**src/rtl/interval_room_partitioner_top_defines.svh**
```systemverilog
// Assertion macros for the interval room partitioner.
// Each macro asserts a property on the rising edge of clk with rst masking it.
`ifndef INTERVAL_ROOM_PARTITIONER_TOP_DEFINES_SVH
`define INTERVAL_ROOM_PARTITIONER_TOP_DEFINES_SVH
`ifndef SYNTH
`define IRP_ASSERT_NOW(label, prop, msg) \
  label: assert property (@(posedge clk) disable iff (rst) (prop)) else $error(msg);
`define IRP_ASSERT_NEXT(label, trig, prop, msg) \
  label: assert property (@(posedge clk) disable iff (rst) (trig) |=> (prop)) else $error(msg);
`else
`define IRP_ASSERT_NOW(label, prop, msg)
`define IRP_ASSERT_NEXT(label, trig, prop, msg)
`endif
`endif

```
**src/rtl/irp_pkg.sv**
```systemverilog
package irp_pkg;

  localparam int DATA_W             = 32;
  localparam int ROOM_COUNT_W       = 9;
  localparam int IN_TDATA_W         = 64;
  localparam int OUT_TDATA_W        = 16;
  localparam int DEF_MAX_INTERVALS  = 256;
  localparam int DEF_TIME_WIDTH     = 32;

  // Commands from the controller to the datapath.
  typedef struct packed {
    logic load;       // store the accepted beat
    logic scan_init;  // restart the minimum search
    logic scan_run;   // one step of the minimum search
    logic take;       // mark the chosen interval and restart the room search
    logic room_run;   // one step of the first-fit room search
    logic place;      // write the room end time
    logic clear;      // hand the result over and empty the set
  } irp_cmd_t;

  // Status from the datapath to the controller.
  typedef struct packed {
    logic scan_done;
    logic room_done;
    logic last_pick;
  } irp_stat_t;

endpackage

```
**src/rtl/irp_ctrl.sv**
```systemverilog
module irp_ctrl
  import irp_pkg::*;
(
  input  logic      clk,
  input  logic      rst,
  input  logic      in_valid,
  input  logic      in_last,
  input  logic      out_free,
  input  irp_stat_t stat,
  output logic      in_ready,
  output irp_cmd_t  cmd
);

  localparam logic [2:0] S_LOAD  = 3'd0;
  localparam logic [2:0] S_SCAN  = 3'd1;
  localparam logic [2:0] S_TAKE  = 3'd2;
  localparam logic [2:0] S_ROOM  = 3'd3;
  localparam logic [2:0] S_PLACE = 3'd4;
  localparam logic [2:0] S_DONE  = 3'd5;

  logic [2:0] state;
  logic [2:0] state_next;

  always_ff @(posedge clk) begin
    if (rst) begin
      state <= S_LOAD;
    end else begin
      state <= state_next;
    end
  end

  always_comb begin
    state_next = state;
    cmd        = '0;
    in_ready   = 1'b0;
    case (state)
      S_LOAD: begin
        in_ready = 1'b1;
        if (in_valid) begin
          cmd.load = 1'b1;
          if (in_last) begin
            cmd.scan_init = 1'b1;
            state_next    = S_SCAN;
          end
        end
      end
      S_SCAN: begin
        cmd.scan_run = 1'b1;
        if (stat.scan_done) begin
          state_next = S_TAKE;
        end
      end
      S_TAKE: begin
        cmd.take   = 1'b1;
        state_next = S_ROOM;
      end
      S_ROOM: begin
        cmd.room_run = 1'b1;
        if (stat.room_done) begin
          state_next = S_PLACE;
        end
      end
      S_PLACE: begin
        cmd.place = 1'b1;
        if (stat.last_pick) begin
          state_next = S_DONE;
        end else begin
          cmd.scan_init = 1'b1;
          state_next    = S_SCAN;
        end
      end
      S_DONE: begin
        if (out_free) begin
          cmd.clear  = 1'b1;
          state_next = S_LOAD;
        end
      end
      default: begin
        state_next = S_LOAD;
      end
    endcase
  end

endmodule

```
**config.mk**
```make
export PLATFORM = sky130hd
export DESIGN_NAME = irp_ctrl
export DESIGN_NICKNAME = d
export VERILOG_FILES = /design/src/rtl/interval_room_partitioner_top_defines.svh /design/src/rtl/irp_pkg.sv /design/src/rtl/irp_ctrl.sv
export SDC_FILE = /design/constraint.sdc
export NUM_CORES = 1
export LEC_CHECK = 0
export ABC_CLOCK_PERIOD_IN_PS = 1230
export BUFFER_PORTS_ARGS = -buffer_cell sky130_fd_sc_hd__buf_2
export CORE_AREA = 2 2 39 41
export DETAILED_ROUTE_END_ITERATION = 7
export DIE_AREA = 0 0 41 43
export GPL_ROUTABILITY_DRIVEN = 0
export GPL_TIMING_DRIVEN = 0
export MAX_ROUTING_LAYER = met4
export PLACE_DENSITY_LB_ADDON = 0.3
export SLEW_MARGIN = 20
export SYNTH_ARGS = -nofsm -noshare
export SYNTH_HDL_FRONTEND = slang
export SYNTH_SLANG_ARGS = --single-unit
```
**constraint.sdc**
```tcl
create_clock -name clk -period 1.23 [get_ports clk]
set_clock_uncertainty 0.1 [all_clocks]
set_input_delay 0.123 -clock clk [delete_from_list [all_inputs] [get_ports clk]]
set_output_delay 0.123 -clock clk [all_outputs]
set_load 0.02 [all_outputs]
```
==> flow_summary.json <==
{
  "critical_path_class": "flop to primary output",
  "use_met2": 0.191,
  "critPathBufInv": 2,
  "fin_ws_ns": -0.152,
  "finalInstanceArea_um2": 624,
  "synth_cell_types": 27,
  "powerDensity_nw_per_um2": 762,
  "p_switching_uw": 148,
  "setup_viol": 10,
  "wl_um": 950,
  "run_status": "finished, violations left",
  "cts_made_buffers": 3,
  "violations": "negative setup slack",
  "top_usage_layer": "met2",
  "final_util": 0.451,
  "power_frac_seq": 0.222,
  "grt_pass1_vias": 369,
  "ios": 16,
  "drt_iter0_markers": 2,
  "grt_pass1_wl_um": 1430,
  "yosysTopAreaCellShare": 0.191,
  "startpoint": "state[2]$_SDFFE_PP0P_",
  "clock-root-buffer": "clkbuf_4",
  "vias": 388,
  "finalNonFillerCells": 82,
  "reg_top3": "state: 3 flops",
  "yosys.area.top_type": "dfxtp_1",
  "nets": 75,
  "largest_reg_flops": 3,
  "cts.htree.levels": 1,
  "p_total_uw": 476,
  "yosys_register_bits": 3,
  "crit_path_frequent_cell": "buf_6",
  "coreArea_um2": 1380,
  "critPathCaptureType": "primary output",
  "dr.pass1.iters": 4,
  "initial_core_util": 0.227,
  "switching_share": 0.310,
  "die_area_um2": 1760,
  "finalHoldViolations": 0,
  "pwr-share-comb": 0.408,
  "drc_errors": 0,
  "place_ws_ns": -0.0629,
  "postRouteAntennaNets": 0,
  "grt_max_degree": 11,
  "cap_violations": 0,
  "mostFrequentLayoutCells": "buf_4, buf_6, buf_2",
  "grt.overflow.total": 0,
  "placementRows": 14,
  "fmax_ghz": 0.724,
  "use_met1": 0.141,
  "clock_path_buffers": 2,
  "final_common_cell": "buf_4",
  "hold_class": "input port to flop",
  "grt_antenna_before_repair": 0,
  "yosysWarnings": 0,
  "syn_area_um2": 314,
  "die_h_um": 43,
  "worst_ep_required_time_ns": 1.01,
  "top_register": "state",
  "hold_depth": 3,
  "diodes": 0,
  "hold_start": "stat[1]",
  "arrival_ns": 1.16,
  "use_met3": 0.0157,
  "viasPerCell": 4.73,
  "crit_path_max_incr_delay_ns": 0.35,
  "ir_worst_vdd_mv": 0.389,
  "yosysSeqAreaShare": 0.191,
  "cpMaxStageDelayCell": "dfxtp_4",
  "period_minus_slack_ns": 1.38,
  "crit_chain": "buf_6, nor3_4, and2_4, buf_6",
  "syn2layout_area_growth_pct": 98.8,
  "critPathLaunchType": "flop",
  "fill_cells": 136,
  "clkLatencyLatePin_ns": 0.24,
  "internal-power_uw": 328,
  "fin_crit_sh": 1.12,
  "wl_per_cell_um": 11.6,
  "rsz0062_at_grt": "true",
  "slew_violations": 0,
  "path_clk_slew_ns": 0.03,
  "cellLeakagePower_nw": 0.282,
  "path_depth": 4,
  "place_area_um2": 424,
  "pwr-share-clk": 0.369,
  "dp_cells": 67,
  "drive_above_1_share": 0.697,
  "hpwl_um": 556,
  "worst_pin_slew_ns": 0.246,
  "syn_area_per_cell_um2": 8.72,
  "synthTopCellsByArea": "dfxtp_1, o211ai_4, nor3_1, a221oi_2, buf_4",
  "reg2reg_depth": 5,
  "port_buffers": 15,
  "critical-path-top-delay-family": "flip-flops",
  "grt_usage": 0.117,
  "netlist_instances": 36,
  "worst_slew_margin_rel": 0.835,
  "cts.sinks": 3,
  "syn_nets": 44,
  "die_w_um": 41,
  "cts_tree": "built",
  "crit_fanout": 4,
  "r2r-start": "state[2]$_SDFFE_PP0P_"
}
area by class of cell:
cell class	count	area [µm²]	share of cell area
Buffer	2	26.3	0.0421
Clock buffer	4	26.3	0.0421
Inverter	1	3.75	0.00601
Multi-Input combinational cell	29	267	0.427
Sequential cell	3	67.6	0.108
Tap cell	16	20.0	0.0321
Timing Repair Buffer	27	214	0.343
routing by layer:
metal  vias to the layer above  share of wire
met5                         -              0
met4                         0              0
met3                         0          0.049
met2                        13           0.52
met1                       184           0.43
li1                        191              -
path summary, 6_finish.rpt:
kind	to	slack [ns]
setup / recovery	cmd[6]	-0.15
hold / removal	state[2]$_SDFFE_PP0P_	0.07
setup reg to reg	state[2]$_SDFFE_PP0P_	-0.05
hold reg to reg	state[2]$_SDFFE_PP0P_	0.62
stage by stage:
step | TNS, ns | hold WS [ns]
2_1_floorplan | -0.163 | 0.0892
3_3_place_gp | -0.0926 | 0.227
3_5_place_dp | -0.0629 | 0.228
4_1_cts | -1.20 | 0.0804
5_1_grt | -1.62 | 0.0822
6_report | -1.10 | 0.0738
worst register-to-register path, cell delays in order (launching register included):
cell and delay (ns):
dfxtp_4 0.36, buf_6 0.13, buf_6 0.10, and2b_4 0.17
o211ai_4 0.07, a221oi_2 0.26
cell families (layout without fill, tap and decap cells):
family | Yosys count | in the layout | synth area share
AO/OA/AOI/OAI | 7 | 7 | 0.227
buffers and inverters | 4 | 34 | 0.0956
flip-flops | 3 | 3 | 0.191
multiplexers | 2 | 2 | 0.0677
AND/OR/NAND/NOR | 20 | 20 | 0.418
Yosys cell counts:
library cell and count:
nor2b_4 1, nand3_2 1, or2b_1 1, nor3b_1 1
mux2i_1 1, a31oi_1 1, and2b_4 1, mux2_2 1
and2_1 2, nand2_1 3, dfxtp_1 3, a221oi_2 1
or2_1 1, a22oi_1 1, nand3b_1 1, buf_6 1
a21oi_1 1, nor3_1 3, nor2_1 2, a32oi_1 1
buf_4 2, o211ai_4 1, a211oi_1 1, inv_1 1
and2b_1 1, and3b_1 1, nor2b_1 1
power by group through the flow:
stage | clock network, mW | logic, mW | registers [mW]
6_report | 0.176 | 0.194 | 0.106
5_1_grt | 0.187 | 0.208 | 0.106
4_1_cts | 0.177 | 0.175 | 0.108
3_5_place_dp | 0 | 0.122 | 0.111
3_3_place_gp | 0 | 0.122 | 0.112
2_1_floorplan | 0 | 0.0825 | 0.110
timing repair:
action	in CTS	in global routing
hold buffers	1	0
setup endpoints to repair	9	10
gates resized for setup	23	6
endpoints found under the hold margin	3	0
pin swaps	6	5
setup buffers	8	3
Power figures use the tool's default switching activity.
